## src/rlde_pkg.sv

```systemverilog
// Shared types and constants of the run-length decimal text encoder.
`default_nettype none

package rlde_pkg;

   // Command codes on req_opcode
   typedef enum logic [1:0] {
      OP_PUT = 2'd0,
      OP_EOL = 2'd1,
      OP_KEY = 2'd2
   } op_type;

   // ASCII bytes of the text
   localparam logic [7:0] CHAR_SPACE = 8'h20;
   localparam logic [7:0] CHAR_BANG  = 8'h21;
   localparam logic [7:0] CHAR_NL    = 8'h0A;
   localparam logic [7:0] CHAR_MINUS = 8'h2D;
   localparam logic [7:0] CHAR_ZERO  = 8'h30;

   // Most bytes delivered for one command
   localparam int RESULT_LIMIT = 24;
   localparam int EMIT_CNT_W   = 5;

   // Output pieces of one job, emitted in index order
   localparam int SEG_LEAD  = 0;  // space in place of a missing key
   localparam int SEG_SIGN  = 1;  // minus sign of the run value
   localparam int SEG_VAL   = 2;  // decimal digits of the run magnitude
   localparam int SEG_PSP   = 3;  // space of a digit pair
   localparam int SEG_PDIG  = 4;  // repeated digit of a digit pair
   localparam int SEG_BANG  = 5;  // '!' before the run count
   localparam int SEG_CNT   = 6;  // decimal digits of the run count
   localparam int SEG_TRAIL = 7;  // space after a flushed run
   localparam int SEG_NL    = 8;  // newline
   localparam int SEG_KEY   = 9;  // key byte of a new line
   localparam int SEG_COUNT = 10;

   typedef logic [SEG_COUNT-1:0] seg_mask_type;

   // Control part of one job passed from front to back
   typedef struct packed {
      seg_mask_type segs;
      logic [3:0]   pair_digit;
      logic [7:0]   key;
   } job_ctl_type;

   typedef enum logic [2:0] {
      BK_IDLE,
      BK_BYTE,
      BK_CONV,
      BK_SCAN,
      BK_DIGIT
   } back_state_type;

endpackage

`default_nettype wire

```

## src/rlde_front.sv

```systemverilog
// Command front end: holds the run state and turns each command into a job.
`default_nettype none

module rlde_front #(
   parameter int VALUE_WIDTH = 32,
   parameter int COUNT_WIDTH = 32
) (
   input  wire logic                          clock,
   input  wire logic                          reset,
   input  wire logic                          req_valid,
   output logic                               req_stall,
   input  wire logic [1:0]                    req_opcode,
   input  wire logic signed [31:0]            req_number_value,
   input  wire logic [7:0]                    req_key_char,
   input  wire logic                          q_full,
   output logic                               q_push,
   output rlde_pkg::job_ctl_type              job_ctl,
   output logic [VALUE_WIDTH-1:0]             job_mag,
   output logic [COUNT_WIDTH-1:0]             job_count
);

   logic [COUNT_WIDTH-1:0] run_count_ff, run_count_in;
   logic [VALUE_WIDTH-1:0] run_value_ff, run_value_in;
   logic                   at_line_start_ff, at_line_start_in;

   logic signed [63:0]     num_wide;
   logic [VALUE_WIDTH-1:0] num;
   logic                   accept;
   logic                   has_run, cnt_one, cnt_two, cnt_max, multi;
   logic                   v_nz, v_neg, v_small, pair_run, value_eq;
   logic                   flush, eol_val;
   rlde_pkg::seg_mask_type segs;

   assign num_wide  = 64'(req_number_value);
   assign num       = num_wide[VALUE_WIDTH-1:0];
   assign req_stall = q_full;
   assign accept    = req_valid && !req_stall;

   assign has_run  = |run_count_ff;
   assign cnt_one  = run_count_ff == COUNT_WIDTH'(1);
   assign cnt_two  = run_count_ff == COUNT_WIDTH'(2);
   assign cnt_max  = &run_count_ff;
   assign multi    = has_run && !cnt_one;
   assign v_nz     = |run_value_ff;
   assign v_neg    = run_value_ff[VALUE_WIDTH-1];
   assign v_small  = !v_neg && v_nz && (run_value_ff <= VALUE_WIDTH'(9));
   assign pair_run = cnt_two && v_small;
   assign value_eq = run_value_ff == num;
   assign flush    = has_run && !(value_eq && !cnt_max);
   assign eol_val  = has_run && v_nz;

   always_comb begin
      segs             = '0;
      run_count_in     = run_count_ff;
      run_value_in     = run_value_ff;
      at_line_start_in = at_line_start_ff;
      unique case (req_opcode)
         rlde_pkg::OP_PUT: begin
            segs[rlde_pkg::SEG_LEAD]  = at_line_start_ff;
            segs[rlde_pkg::SEG_VAL]   = flush && (cnt_one || v_nz);
            segs[rlde_pkg::SEG_SIGN]  = flush && (cnt_one || v_nz) && v_neg;
            segs[rlde_pkg::SEG_PSP]   = flush && multi && pair_run;
            segs[rlde_pkg::SEG_PDIG]  = flush && multi && pair_run;
            segs[rlde_pkg::SEG_BANG]  = flush && multi && !pair_run;
            segs[rlde_pkg::SEG_CNT]   = flush && multi && !pair_run;
            segs[rlde_pkg::SEG_TRAIL] = flush;
            at_line_start_in = 1'b0;
            run_value_in     = num;
            run_count_in     = (flush || !has_run) ? COUNT_WIDTH'(1)
                                                   : run_count_ff + COUNT_WIDTH'(1);
         end
         rlde_pkg::OP_EOL: begin
            segs[rlde_pkg::SEG_VAL]  = eol_val;
            segs[rlde_pkg::SEG_SIGN] = eol_val && v_neg;
            segs[rlde_pkg::SEG_PSP]  = eol_val && multi && pair_run;
            segs[rlde_pkg::SEG_PDIG] = eol_val && multi && pair_run;
            segs[rlde_pkg::SEG_BANG] = eol_val && multi && !pair_run;
            segs[rlde_pkg::SEG_CNT]  = eol_val && multi && !pair_run;
            segs[rlde_pkg::SEG_NL]   = 1'b1;
            run_count_in     = '0;
            at_line_start_in = 1'b1;
         end
         rlde_pkg::OP_KEY: begin
            // Close the open line before the key
            if (!at_line_start_ff) begin
               segs[rlde_pkg::SEG_VAL]  = eol_val;
               segs[rlde_pkg::SEG_SIGN] = eol_val && v_neg;
               segs[rlde_pkg::SEG_PSP]  = eol_val && multi && pair_run;
               segs[rlde_pkg::SEG_PDIG] = eol_val && multi && pair_run;
               segs[rlde_pkg::SEG_BANG] = eol_val && multi && !pair_run;
               segs[rlde_pkg::SEG_CNT]  = eol_val && multi && !pair_run;
               segs[rlde_pkg::SEG_NL]   = 1'b1;
               run_count_in = '0;
            end
            segs[rlde_pkg::SEG_KEY] = 1'b1;
            at_line_start_in = 1'b0;
         end
         default: begin
            segs = '0;
         end
      endcase
   end

   assign q_push             = accept && (|segs);
   assign job_ctl.segs       = segs;
   assign job_ctl.pair_digit = run_value_ff[3:0];
   assign job_ctl.key        = req_key_char;
   assign job_mag            = v_neg ? (~run_value_ff + VALUE_WIDTH'(1)) : run_value_ff;
   assign job_count          = run_count_ff;

   always_ff @(posedge clock) begin
      if (reset) begin
         run_count_ff     <= '0;
         run_value_ff     <= '1;
         at_line_start_ff <= 1'b1;
      end else if (accept) begin
         run_count_ff     <= run_count_in;
         run_value_ff     <= run_value_in;
         at_line_start_ff <= at_line_start_in;
      end
   end

endmodule

`default_nettype wire

```

## src/rlde_queue.sv

```systemverilog
// Two-entry job queue between the front end and the byte sequencer.
`default_nettype none

module rlde_queue #(
   parameter int DATA_WIDTH = 72
) (
   input  wire logic                  clock,
   input  wire logic                  reset,
   input  wire logic                  push,
   input  wire logic [DATA_WIDTH-1:0] wr_data,
   input  wire logic                  pop,
   output logic [DATA_WIDTH-1:0]      rd_data,
   output logic                       full,
   output logic                       not_empty
);

   logic [DATA_WIDTH-1:0] entry_ff [2];
   logic                  wr_ptr_ff, wr_ptr_in;
   logic                  rd_ptr_ff, rd_ptr_in;
   logic [1:0]            fill_ff, fill_in;

   assign full      = fill_ff == 2'd2;
   assign not_empty = fill_ff != 2'd0;
   assign rd_data   = entry_ff[rd_ptr_ff];

   always_comb begin
      wr_ptr_in = push ? !wr_ptr_ff : wr_ptr_ff;
      rd_ptr_in = pop ? !rd_ptr_ff : rd_ptr_ff;
      fill_in   = fill_ff + {1'b0, push} - {1'b0, pop};
   end

   always_ff @(posedge clock) begin
      if (reset) begin
         wr_ptr_ff <= 1'b0;
         rd_ptr_ff <= 1'b0;
         fill_ff   <= 2'd0;
      end else begin
         wr_ptr_ff <= wr_ptr_in;
         rd_ptr_ff <= rd_ptr_in;
         fill_ff   <= fill_in;
      end
   end

   always_ff @(posedge clock) begin
      if (push) begin
         entry_ff[wr_ptr_ff] <= wr_data;
      end
   end

endmodule

`default_nettype wire

```

## src/rlde_back.sv

```systemverilog
// Byte sequencer: walks a job's pieces and converts numbers to decimal.
`default_nettype none

module rlde_back #(
   parameter int VALUE_WIDTH = 32,
   parameter int COUNT_WIDTH = 32
) (
   input  wire logic                   clock,
   input  wire logic                   reset,
   input  wire logic                   q_valid,
   output logic                        q_pop,
   input  wire rlde_pkg::job_ctl_type  q_ctl,
   input  wire logic [VALUE_WIDTH-1:0] q_mag,
   input  wire logic [COUNT_WIDTH-1:0] q_count,
   output logic                        rsp_valid,
   input  wire logic                   rsp_stall,
   output logic [7:0]                  rsp_out_byte,
   output logic                        rsp_last_byte
);

   localparam int CONV_WIDTH = (VALUE_WIDTH > COUNT_WIDTH) ? VALUE_WIDTH : COUNT_WIDTH;
   localparam int CONV_STEPS = (CONV_WIDTH + 3) / 4;
   localparam int CONV_PAD   = CONV_STEPS * 4;
   localparam int DEC_DIGITS = (CONV_WIDTH * 1233) / 4096 + 1;
   localparam int BCD_W      = DEC_DIGITS * 4;
   localparam int PTR_W      = $clog2(DEC_DIGITS);
   localparam int STEP_W     = $clog2(CONV_STEPS);
   localparam int ECW        = rlde_pkg::EMIT_CNT_W;

   rlde_pkg::back_state_type state_ff, state_in;

   rlde_pkg::job_ctl_type  ctl_ff, ctl_in;
   logic [VALUE_WIDTH-1:0] mag_ff, mag_in;
   logic [COUNT_WIDTH-1:0] count_ff, count_in;
   logic [CONV_PAD-1:0]    src_ff, src_in;
   logic [BCD_W-1:0]       digit_buffer_ff, digit_buffer_in;
   logic [STEP_W-1:0]      step_ff, step_in;
   logic [PTR_W-1:0]       ptr_ff, ptr_in;
   logic [ECW-1:0]         emit_cnt_ff, emit_cnt_in;
   logic                   rsp_valid_ff, rsp_valid_in;
   logic [7:0]             rsp_out_byte_ff, rsp_out_byte_in;
   logic                   rsp_last_byte_ff, rsp_last_byte_in;

   rlde_pkg::seg_mask_type low_seg, mask_after;
   logic                   out_free, at_limit, conv_seg, seg_last, digit_last;
   logic [7:0]             seg_byte;
   logic [BCD_W-1:0]       bcd_step;
   logic [CONV_PAD-1:0]    src_step;
   logic [PTR_W-1:0]       top_digit;

   // Piece decode shared by next-state and datapath
   always_comb begin
      low_seg    = ctl_ff.segs & (~ctl_ff.segs + rlde_pkg::seg_mask_type'(1));
      mask_after = ctl_ff.segs & ~low_seg;
      out_free   = !rsp_valid_ff || !rsp_stall;
      at_limit   = emit_cnt_ff == ECW'(rlde_pkg::RESULT_LIMIT - 1);
      conv_seg   = low_seg[rlde_pkg::SEG_VAL] || low_seg[rlde_pkg::SEG_CNT];
      seg_last   = (mask_after == '0) || at_limit;
      digit_last = ((ptr_ff == '0) && (mask_after == '0)) || at_limit;
      priority if (low_seg[rlde_pkg::SEG_SIGN]) begin
         seg_byte = rlde_pkg::CHAR_MINUS;
      end else if (low_seg[rlde_pkg::SEG_PDIG]) begin
         seg_byte = rlde_pkg::CHAR_ZERO + {4'd0, ctl_ff.pair_digit};
      end else if (low_seg[rlde_pkg::SEG_BANG]) begin
         seg_byte = rlde_pkg::CHAR_BANG;
      end else if (low_seg[rlde_pkg::SEG_NL]) begin
         seg_byte = rlde_pkg::CHAR_NL;
      end else if (low_seg[rlde_pkg::SEG_KEY]) begin
         seg_byte = ctl_ff.key;
      end else begin
         seg_byte = rlde_pkg::CHAR_SPACE;
      end
   end

   // Four double-dabble bit steps per cycle
   always_comb begin
      bcd_step = digit_buffer_ff;
      src_step = src_ff;
      for (int b = 0; b < 4; b++) begin
         for (int d = 0; d < DEC_DIGITS; d++) begin
            if (bcd_step[d*4 +: 4] >= 4'd5) begin
               bcd_step[d*4 +: 4] = bcd_step[d*4 +: 4] + 4'd3;
            end
         end
         bcd_step = {bcd_step[BCD_W-2:0], src_step[CONV_PAD-1]};
         src_step = {src_step[CONV_PAD-2:0], 1'b0};
      end
   end

   // Highest nonzero digit; digit zero always prints
   always_comb begin
      top_digit = '0;
      for (int d = 0; d < DEC_DIGITS; d++) begin
         if (digit_buffer_ff[d*4 +: 4] != 4'd0) begin
            top_digit = PTR_W'(d);
         end
      end
   end

   always_comb begin
      state_in = state_ff;
      unique case (state_ff)
         rlde_pkg::BK_IDLE: begin
            if (q_valid) begin
               state_in = rlde_pkg::BK_BYTE;
            end
         end
         rlde_pkg::BK_BYTE: begin
            if (conv_seg) begin
               state_in = rlde_pkg::BK_CONV;
            end else if (out_free && seg_last) begin
               state_in = rlde_pkg::BK_IDLE;
            end
         end
         rlde_pkg::BK_CONV: begin
            if (step_ff == '0) begin
               state_in = rlde_pkg::BK_SCAN;
            end
         end
         rlde_pkg::BK_SCAN: begin
            state_in = rlde_pkg::BK_DIGIT;
         end
         rlde_pkg::BK_DIGIT: begin
            if (out_free) begin
               if (digit_last) begin
                  state_in = rlde_pkg::BK_IDLE;
               end else if (ptr_ff == '0) begin
                  state_in = rlde_pkg::BK_BYTE;
               end
            end
         end
         default: begin
            state_in = rlde_pkg::BK_IDLE;
         end
      endcase
   end

   always_comb begin
      q_pop            = 1'b0;
      ctl_in           = ctl_ff;
      mag_in           = mag_ff;
      count_in         = count_ff;
      src_in           = src_ff;
      digit_buffer_in  = digit_buffer_ff;
      step_in          = step_ff;
      ptr_in           = ptr_ff;
      emit_cnt_in      = emit_cnt_ff;
      rsp_valid_in     = rsp_valid_ff && rsp_stall;
      rsp_out_byte_in  = rsp_out_byte_ff;
      rsp_last_byte_in = rsp_last_byte_ff;
      unique case (state_ff)
         rlde_pkg::BK_IDLE: begin
            if (q_valid) begin
               q_pop       = 1'b1;
               ctl_in      = q_ctl;
               mag_in      = q_mag;
               count_in    = q_count;
               emit_cnt_in = '0;
            end
         end
         rlde_pkg::BK_BYTE: begin
            if (conv_seg) begin
               src_in          = low_seg[rlde_pkg::SEG_VAL] ? CONV_PAD'(mag_ff)
                                                            : CONV_PAD'(count_ff);
               digit_buffer_in = '0;
               step_in         = STEP_W'(CONV_STEPS - 1);
            end else if (out_free) begin
               rsp_valid_in     = 1'b1;
               rsp_out_byte_in  = seg_byte;
               rsp_last_byte_in = seg_last;
               ctl_in.segs      = mask_after;
               emit_cnt_in      = emit_cnt_ff + ECW'(1);
            end
         end
         rlde_pkg::BK_CONV: begin
            digit_buffer_in = bcd_step;
            src_in          = src_step;
            step_in         = step_ff - STEP_W'(1);
         end
         rlde_pkg::BK_SCAN: begin
            ptr_in = top_digit;
         end
         rlde_pkg::BK_DIGIT: begin
            if (out_free) begin
               rsp_valid_in     = 1'b1;
               rsp_out_byte_in  = rlde_pkg::CHAR_ZERO + {4'd0, digit_buffer_ff[ptr_ff*4 +: 4]};
               rsp_last_byte_in = digit_last;
               emit_cnt_in      = emit_cnt_ff + ECW'(1);
               if (ptr_ff == '0) begin
                  ctl_in.segs = mask_after;
               end else begin
                  ptr_in = ptr_ff - PTR_W'(1);
               end
            end
         end
         default: begin
            q_pop = 1'b0;
         end
      endcase
   end

   always_ff @(posedge clock) begin
      if (reset) begin
         state_ff     <= rlde_pkg::BK_IDLE;
         rsp_valid_ff <= 1'b0;
      end else begin
         state_ff     <= state_in;
         rsp_valid_ff <= rsp_valid_in;
      end
   end

   always_ff @(posedge clock) begin
      ctl_ff           <= ctl_in;
      mag_ff           <= mag_in;
      count_ff         <= count_in;
      src_ff           <= src_in;
      digit_buffer_ff  <= digit_buffer_in;
      step_ff          <= step_in;
      ptr_ff           <= ptr_in;
      emit_cnt_ff      <= emit_cnt_in;
      rsp_out_byte_ff  <= rsp_out_byte_in;
      rsp_last_byte_ff <= rsp_last_byte_in;
   end

   assign rsp_valid     = rsp_valid_ff;
   assign rsp_out_byte  = rsp_out_byte_ff;
   assign rsp_last_byte = rsp_last_byte_ff;

endmodule

`default_nettype wire

```

## src/run_length_decimal_text_encoder.sv

```systemverilog
// Run-length decimal text encoder: the top level, tying front, queue and sequencer.
//
// Commands (put number, end line, start line with key) are taken by a front end
// that keeps the pending run and turns each command into a job combinationally; a
// two-entry queue holds jobs for the byte sequencer, which sends bytes out one
// per cycle through an output register while the output does not stall and no
// number is being converted, the last byte of a command marked by rsp_last_byte.
// A command that only extends a run produces no job and no byte. Per job the
// sequencer first loads it, then sends plain bytes, and for each decimal number
// (run value, run count) sets up, runs and scans the double-dabble conversion
// (at the wider of VALUE_WIDTH and COUNT_WIDTH, four bits a cycle) before it
// sends the digits; up to 24 bytes per command are delivered. req_stall
// rises only while the queue is full.
`default_nettype none

module run_length_decimal_text_encoder #(
   parameter int VALUE_WIDTH = 32,
   parameter int COUNT_WIDTH = 32
) (
   input  wire logic               clock,
   input  wire logic               reset,
   input  wire logic               req_valid,
   output logic                    req_stall,
   input  wire logic [1:0]         req_opcode,
   input  wire logic signed [31:0] req_number_value,
   input  wire logic [7:0]         req_key_char,
   output logic                    rsp_valid,
   input  wire logic               rsp_stall,
   output logic [7:0]              rsp_out_byte,
   output logic                    rsp_last_byte
);

   localparam int CTL_W = $bits(rlde_pkg::job_ctl_type);
   localparam int JOB_W = CTL_W + VALUE_WIDTH + COUNT_WIDTH;

   rlde_pkg::job_ctl_type  push_ctl, pop_ctl;
   logic [VALUE_WIDTH-1:0] push_mag, pop_mag;
   logic [COUNT_WIDTH-1:0] push_count, pop_count;
   logic                   q_push, q_pop, q_full, q_not_empty;
   logic [JOB_W-1:0]       q_wr_data, q_rd_data;

   rlde_front #(
      .VALUE_WIDTH (VALUE_WIDTH),
      .COUNT_WIDTH (COUNT_WIDTH)
   ) u_front (
      .clock            (clock),
      .reset            (reset),
      .req_valid        (req_valid),
      .req_stall        (req_stall),
      .req_opcode       (req_opcode),
      .req_number_value (req_number_value),
      .req_key_char     (req_key_char),
      .q_full           (q_full),
      .q_push           (q_push),
      .job_ctl          (push_ctl),
      .job_mag          (push_mag),
      .job_count        (push_count)
   );

   assign q_wr_data = {push_ctl, push_mag, push_count};

   rlde_queue #(
      .DATA_WIDTH (JOB_W)
   ) u_queue (
      .clock     (clock),
      .reset     (reset),
      .push      (q_push),
      .wr_data   (q_wr_data),
      .pop       (q_pop),
      .rd_data   (q_rd_data),
      .full      (q_full),
      .not_empty (q_not_empty)
   );

   assign pop_ctl   = q_rd_data[JOB_W-1 -: CTL_W];
   assign pop_mag   = q_rd_data[COUNT_WIDTH +: VALUE_WIDTH];
   assign pop_count = q_rd_data[COUNT_WIDTH-1:0];

   rlde_back #(
      .VALUE_WIDTH (VALUE_WIDTH),
      .COUNT_WIDTH (COUNT_WIDTH)
   ) u_back (
      .clock         (clock),
      .reset         (reset),
      .q_valid       (q_not_empty),
      .q_pop         (q_pop),
      .q_ctl         (pop_ctl),
      .q_mag         (pop_mag),
      .q_count       (pop_count),
      .rsp_valid     (rsp_valid),
      .rsp_stall     (rsp_stall),
      .rsp_out_byte  (rsp_out_byte),
      .rsp_last_byte (rsp_last_byte)
   );

endmodule

`default_nettype wire
```

## config.mk

```make
export PLATFORM = sky130hd
export DESIGN_NAME = run_length_decimal_text_encoder
export DESIGN_NICKNAME = d
export VERILOG_FILES = /design/src/rlde_pkg.sv /design/src/rlde_front.sv /design/src/rlde_queue.sv /design/src/rlde_back.sv /design/src/run_length_decimal_text_encoder.sv
export SDC_FILE = /design/constraint.sdc
export NUM_CORES = 1
export LEC_CHECK = 0
export ABC_CLOCK_PERIOD_IN_PS = 13700
export BUFFER_PORTS_ARGS = -buffer_cell sky130_fd_sc_hd__buf_2
export CAP_MARGIN = 20
export CORE_MARGIN = 4
export CORE_UTILIZATION = 60
export CTS_BUF_LIST = sky130_fd_sc_hd__clkbuf_8
export CTS_CLUSTER_DIAMETER = 60
export DETAILED_ROUTE_END_ITERATION = 10
export GPL_ROUTABILITY_DRIVEN = 0
export HOLD_SLACK_MARGIN = 0.05
export PLACE_DENSITY = 0.82
export SETUP_SLACK_MARGIN = 0.4
export SLEW_MARGIN = 0
export SYNTH_ARGS = -nofsm -noshare
export SYNTH_HDL_FRONTEND = slang
export SYNTH_SLANG_ARGS = --single-unit
```

## constraint.sdc

```tcl
create_clock -name clock -period 13.7 [get_ports clock]
set_input_delay 2.74 -clock clock [delete_from_list [all_inputs] [get_ports clock]]
set_output_delay 2.74 -clock clock [all_outputs]
set_load 0.02 [all_outputs]
```

# [Yosys cells after proc, flatten, opt, wreduce, memory -nomap -nowiden]
# Memory sizes are Yosys's and may differ from the RTL's. A register that Yosys moved wholly into a read port is not among the register bits.
# Cells that the tools add are included.
[word_totals] ram_bits=172 wordCells=325 n_memories=1 out_inout_bits=11 input_bits=46 regBits=252
[op_classes] magnitude_cmp=41 shifts=1 n_eq_ne=22 bitwise=5 addsub=50 reduce_logical=74 muxes=111
[mem_list] name="u_queue.entry_ff" depth=2 width=86 read_ports=1 rd_ports_with_merged_regs=1 write_ports=1 line_no="rlde_queue.sv:17" rtl="logic [DATA_WIDTH-1:0] entry_ff [2];"
[ops] cell=">= comparator 4 x 3 -> 1 bit (second input constant)" n=40
[ops] cell="two-way mux 32 bit" n=5
[ops] cell="two-way mux 4 bit" n=40
[ops] cell="adder 4 x 2 -> 4 bit (second input constant)" n=36
[ops] cell="one-hot mux 32 bit (3 select lines)" n=1
[ops] cell="one-hot mux 40 bit (2 select lines)" n=1
[ops] cell="adder 32 x 1 -> 32 bit (second input constant)" n=2
[ops] cell="two-way mux 8 bit" n=8
[ops] cell="one-hot mux 32 bit (2 select lines)" n=1
[ops] cell="OR reduction 32 bit" n=2
[ops] cell="two-way mux 3 bit" n=16
[ops] cell="two-way mux 10 bit" n=4
[ops] cell="two-way mux 40 bit" n=1
[ops] cell="variable part select 40 x 7 -> 4 bit" n=1
[ops] cell="nonzero test 4 bit" n=9
[ops] cell="equality test 32 x 1 -> 1 bit (second input constant)" n=1
[ops] cell="equality test 32 x 2 -> 1 bit (second input constant)" n=1
[ops] cell="equality test 32 bit" n=1
[ops] cell="<= comparator 32 x 4 -> 1 bit (second input constant)" n=1
[ops] cell="inverter 32 bit" n=1
[ops] cell="AND reduction 32 bit" n=1
[ops] cell="one-hot mux 10 bit (3 select lines)" n=1
[ops] cell="two-way mux 22 bit" n=1
[ops] cell="logical AND 1 bit" n=21
[ops] cell="45 further kinds" n=108

# [Depth between registers and ports, before layout]
[depth] depth_word=12 ltp_mapped=26 depth_no_buf=25

# [Modules after synthesis]
# Synthesis repeated with hierarchy kept, for this count alone.
[hier_totals] cells_unflattened=2106 hier_area_um2=23432.5
[modules_own_cells] mod="rlde_back" seq_area_each_um2=5455.2 cells_per_inst=1277 area_per_inst_um2=12490.7 instances=1
[modules_own_cells] mod="rlde_queue" seq_area_each_um2=5265.0 cells_per_inst=289 area_per_inst_um2=6628.9 instances=1
[modules_own_cells] mod="rlde_front" seq_area_each_um2=1301.2 cells_per_inst=540 area_per_inst_um2=4312.9 instances=1

# [Least setup slack after synthesis]
# OpenSTA, ideal clock, no wires.
[synth_timing] path_kind="reg-to-reg" startpoint="reg u_queue.fill_ff[1]" endpoint="reg u_queue.fill_ff[1]" setup_time_ns=0.128 t_required_ns=13.572 path_stages_with_launch=10 path_buffers=1 t_arrival_ns=9.524 period_less_slack_ns=9.651 setup_slack_ns=4.049 cell_sequence="dfxtp_1 -> nor2_1 -> clkbuf_1 -> nor4_1 -> ha_1 -> inv_1 -> ha_1 -> xor2_1 -> xnor2_1 -> nor2_1"
[synth_between] word_cells_on_any_way=9 cone_classes="add/sub (2); eq/ne (1); mux (2); reduce/logical (4)"
[synth_lines] element="from (decl)" line_no="rlde_queue.sv:20" rtl="logic [1:0] fill_ff, fill_in;"
[synth_lines] element="from (signal assigned)" line_no="rlde_queue.sv:40" rtl="fill_ff <= fill_in;"
[synth_lines] element="nonzero test 2 bit" line_no="rlde_queue.sv:23" rtl="assign not_empty = fill_ff != 2'd0;"
[synth_lines] element="two-way mux 1 bit" line_no="rlde_back.sv:153" rtl="if (q_valid) begin"
[synth_lines] element="two-way mux 1 bit" line_no="rlde_back.sv:151" rtl="unique case (state_ff)"
[synth_lines] element="named net q_pop" line_no="run_length_decimal_text_encoder.sv:39" rtl="logic q_push, q_pop, q_full, q_not_empty;"
[synth_lines] element="subtractor 2 x 1 -> 2 bit" line_no="rlde_queue.sv:29" rtl="fill_in = fill_ff + {1'b0, push} - {1'b0, pop};"
# The timed path passes the listed nets, and every way through them passes these cells.
# A chain may end at the register's enable or synchronous reset.

# [Worst setup path after layout]
[layout_timing] startpoint="reg u_back.digit_buffer_ff[28]" endpoint="reg u_back.digit_buffer_ff[33] (data pin)"
[layout_between] elab_chain_len=9 word_cells_on_any_way=19 cone_classes="add/sub (6); order compare (6); mux (7)"
[layout_rtl] element="from (decl)" line_no="rlde_back.sv:36" rtl="logic [BCD_W-1:0] digit_buffer_ff, digit_buffer_in;"
[layout_rtl] element="from (signal assigned)" line_no="rlde_back.sv:217" rtl="digit_buffer_ff <= digit_buffer_in;"
[layout_rtl] element="adder 4 x 2 -> 4 bit or >= comparator 4 x 3 -> 1 bit (tied branches)" line_no="rlde_back.sv:82, rlde_back.sv:81"
[layout_rtl] element="two-way mux 4 bit *" line_no="rlde_back.sv:81" rtl="if (bcd_step[d*4 +: 4] >= 4'd5) begin"
[layout_rtl] element="adder 4 x 2 -> 4 bit or >= comparator 4 x 3 -> 1 bit (tied branches)" line_no="rlde_back.sv:82, rlde_back.sv:81"
[layout_rtl] element="two-way mux 4 bit" line_no="rlde_back.sv:81"
[layout_rtl] element="adder 4 x 2 -> 4 bit or >= comparator 4 x 3 -> 1 bit (tied branches)" line_no="rlde_back.sv:82, rlde_back.sv:81"
[layout_rtl] element="two-way mux 4 bit" line_no="rlde_back.sv:81"
[layout_rtl] element="adder 4 x 2 -> 4 bit or >= comparator 4 x 3 -> 1 bit (tied branches)" line_no="rlde_back.sv:82, rlde_back.sv:81"
[layout_rtl] element="two-way mux 4 bit *" line_no="rlde_back.sv:81"
[layout_rtl] element="one-hot mux 40 bit (2 select lines) *" line_no="rlde_back.sv:151"
# Every way passes the cells marked *; elsewhere a longest branch is shown, timed or not.

==> flow_metrics.tcl <==
set metrics [dict create \
    status "finished clean" \
    synthFlopType "edfxtp_1" \
    cts_hold_buffers 0 \
    die_h_um 203 \
    root_buffer "clkbuf_8" \
    antenna_found_initial 0 \
    drtPass1Iterations 6 \
    critPathSlowestCell "a221oi_1" \
    use_met2 0.408 \
    row_count 71 \
    peakVddDrop_v 0.000123 \
    async_flop_share 0 \
    rsz0062_at_grt "false" \
    cts_resized 0 \
    first_iter_violations 1328 \
    drcViolationCount 0 \
    io_pins 57 \
    via_per_inst 5.99 \
    yosys-top-cells-area "edfxtp_1 45%, dfxtp_1 6.5%, ha_1 5.3%" \
    ys_seq_area_frac 0.518 \
    ys_seq_elements 418 \
    slew_viol_final 0 \
    grt.met1_usage 0.279 \
    slew_headroom 0.255 \
    grt_pass1_vias 15900 \
    grt_max_degree 78 \
    synth_edf_count 344 \
    crit_required_ps 14030 \
    cts_tree "built" \
    htreeDepth 3 \
    syn_inst 2050 \
    cap_violations 0 \
    start_util 0.607 \
    period_needed_ps 5920 \
    stdcell_count 2668 \
    postRouteAntennaNets 0 \
    die_w_um 203 \
    cp_top_family "simple AND/OR/NAND/NOR gates" \
    path_clk_slew_ps 60 \
    crit_type "reg2reg" \
    cp-start-kind "flip-flop" \
    grt_use_total 0.229 \
    clock.fmax_ghz 0.169 \
    dp_cells 2539 \
    grt_pass1_wl_um 77500 \
    finClkSkew_ps 47.0 \
    cpMostUsedCell "ha_1" \
    slowest_delay_ps 610 \
    endpoint_kind "flip-flop" \
    utilization 0.663 \
    numClockSinks 418 \
    routed-via-count 16000 \
    io_buffers 56 \
    postCtsSetupBuffers 0 \
    routed_wl_um 48200 \
    dp.final_hpwl_um 32900 \
    report.final.setup_viol 0 \
    critPathMaxFanout 7 \
    syn_nets 2193 \
    top_usage_layer "met2" \
    crit_arrival_ps 6250 \
    wire_per_inst_um 18.1 \
    path_cells "inv_1, ha_1, nor2b_1, nor3_1, a21oi_1, ha_1, nor2b_1, o21bai_1, a221oi_1, xor2_1, inv_1, ha_1, nand2b_1, or3b_2, and3_1, xor2_1, ha_1, nand2b_1, a31oi_1, xnor2_1, nor2_1" \
    syn_area_per_cell_sq_um 11.1 \
    synthDistinctLibCells 88 \
    gr-total-overflow 0 \
    fin_setup_tns_ps 0 \
    clockBufferDepth 3 \
    drive_gt1_frac 0.146 \
    cts_made_buffers 69 \
    clk_latency_ps 600 \
    max_slew.worst_pin.slew_ps 1120 \
    use_met3 0.0377 \
    hold_path.class "reg2reg" \
    core_area_sq_um 37600 \
    yosysTopAreaCell "edfxtp_1" \
    p_per_area_nw_per_um2 217 \
    fin_hold_ws_ps 496 \
    leakagePower_nw 9.29 \
    final_nets 2243 \
    dieArea_sq_um 41200 \
    synth.top_cell.area_share 0.453 \
    hold_violations 0 \
    syn_to_final_growth_pct 9.33 \
    synthesis.area_sq_um 22800 \
    antennaDiodeCount 0 \
    min_period_over_period 0.432 \
    yosysWarnings 0 \
    critPathBufInv 2 \
]
==> layer usage <==
layer | wire (um) | vias to the layer above
met5 | 0 | -
met4 | 1520 | 0
met3 | 2630 | 89
met2 | 24700 | 492
met1 | 19300 | 7741
li1 | - | 7657
==> tightest hold or removal path: stages, from the launching register on <==
cell and delay [ps]:
dfxtp_1 320, xnor2_1 80, nor2_1 70
==> synth_stat cells, types with 61 or more instances <==
library cell and number:
mux2i_1 77, nand2_1 223, mux2_2 92, clkbuf_1 65, nand3_1 61, nor2_1 123, edfxtp_1 344, o21ai_0 77
inv_1 90, a21oi_1 66, xnor2_1 97, dfxtp_1 74, ha_1 97
==> layout make-up <==
cell class	instances	area (sq um)
clock buffers	79	1090
well taps	511	639
clock inverters	49	335
multi-input cells	1444	10300
inverters	97	364
repair buffers	70	393
fillers	2683	12700
flip-flops and latches	418	11800
==> stage by stage <==
stage	setup slack [ps]	total power, W	area, sq um
6_report	7780	0.00541	24900
3_5_place_dp	7760	0.00430	23500
3_3_place_gp	7890	0.00416	23500
5_1_grt	7250	0.00580	24900
4_1_cts	7830	0.00542	24900
2_1_floorplan	4050	0.00380	22800
==> state kept, by name, summed over array words and instances, names as in the netlist, 2 cells and up, named ones only <==
signal,cells
u_queue.fill_ff,2
u_back.rsp_out_byte,8
u_back.digit_buffer_ff,40
u_back.ptr_ff,4
u_back.ctl_ff,21
u_front.job_count,32
u_back.step_ff,3
u_front.run_value_ff,32
u_back.state_ff,3
u_back.src_ff,32
u_back.count_ff,32
u_back.mag_ff,32
u_queue.entry_ff,166
u_back.emit_cnt_ff,5
==> where the power goes <==
| group | leakage (nW) | internal, W | switching (W) |
|---|---|---|---|
| registers | 3.79 | 0.00173 | 0.000174 |
| logic | 4.67 | 0.000981 | 0.00142 |
| clock network | 0.837 | 0.000609 | 0.000492 |
| total | 9.29 | 0.00332 | 0.00208 |
==> logic make-up (layout without fill, tap and decap cells) <==
group                      Yosys count  in the layout  share of synthesized area
and+or+nand+nor                    699            699                      0.156
DFF                                418            418                      0.518
buffers and inverters              188            295                     0.0322
adders and majority gates           99             99                     0.0541
AOI/OAI and AO/OA                  340            340                      0.103
muxes                              180            180                     0.0887
xor gates and xnor gates           126            126                     0.0484
==> cells in the final DEF, fill, tap and decap left out, types with 9 or more instances in the layout <==
cell type  synthesis  layout
a211o_1           12      12
a211oi_1          16      16
a21oi_1           66      66
and2_1            30      29
and3_1            17      17
buf_2             19      56
buf_4              1      13
clkbuf_8           0      79
dfxtp_1           74      73
edfxtp_1         344     344
ha_1              97      97
inv_1             90     123
mux2_2            92      92
mux2i_1           77      77
nand2_1          223     223
nand2b_1          42      42
nand3_1           61      61
nand4_1           24      24
nor2_1           123     122
nor2b_1           29      27
nor3_1            28      28
nor3b_1           13      12
nor4_1            21      20
o211ai_1          25      25
o21ai_0           77      77
o21ai_1            9       9
o31ai_1           17      17
or3_1             21      21
or3b_2            11      11
or4_1             18      18
xnor2_1           97      97
xor2_1            29      29
==> final timing paths <==
path / from / slack, ps / endpoint / cells after the start
worst max-delay path: u_back.digit_buffer_ff[28] / 7780 / u_back.digit_buffer_ff[33] / 21
worst min-delay path: u_queue.rd_ptr_ff / 500 / flip-flop / 2
worst max register to register: u_back.digit_buffer_ff[28] / 7780 / u_back.digit_buffer_ff[33] / 21
worst min register to register: u_queue.rd_ptr_ff / 500 / flip-flop / 2
(Power assumes the default switching activity.)
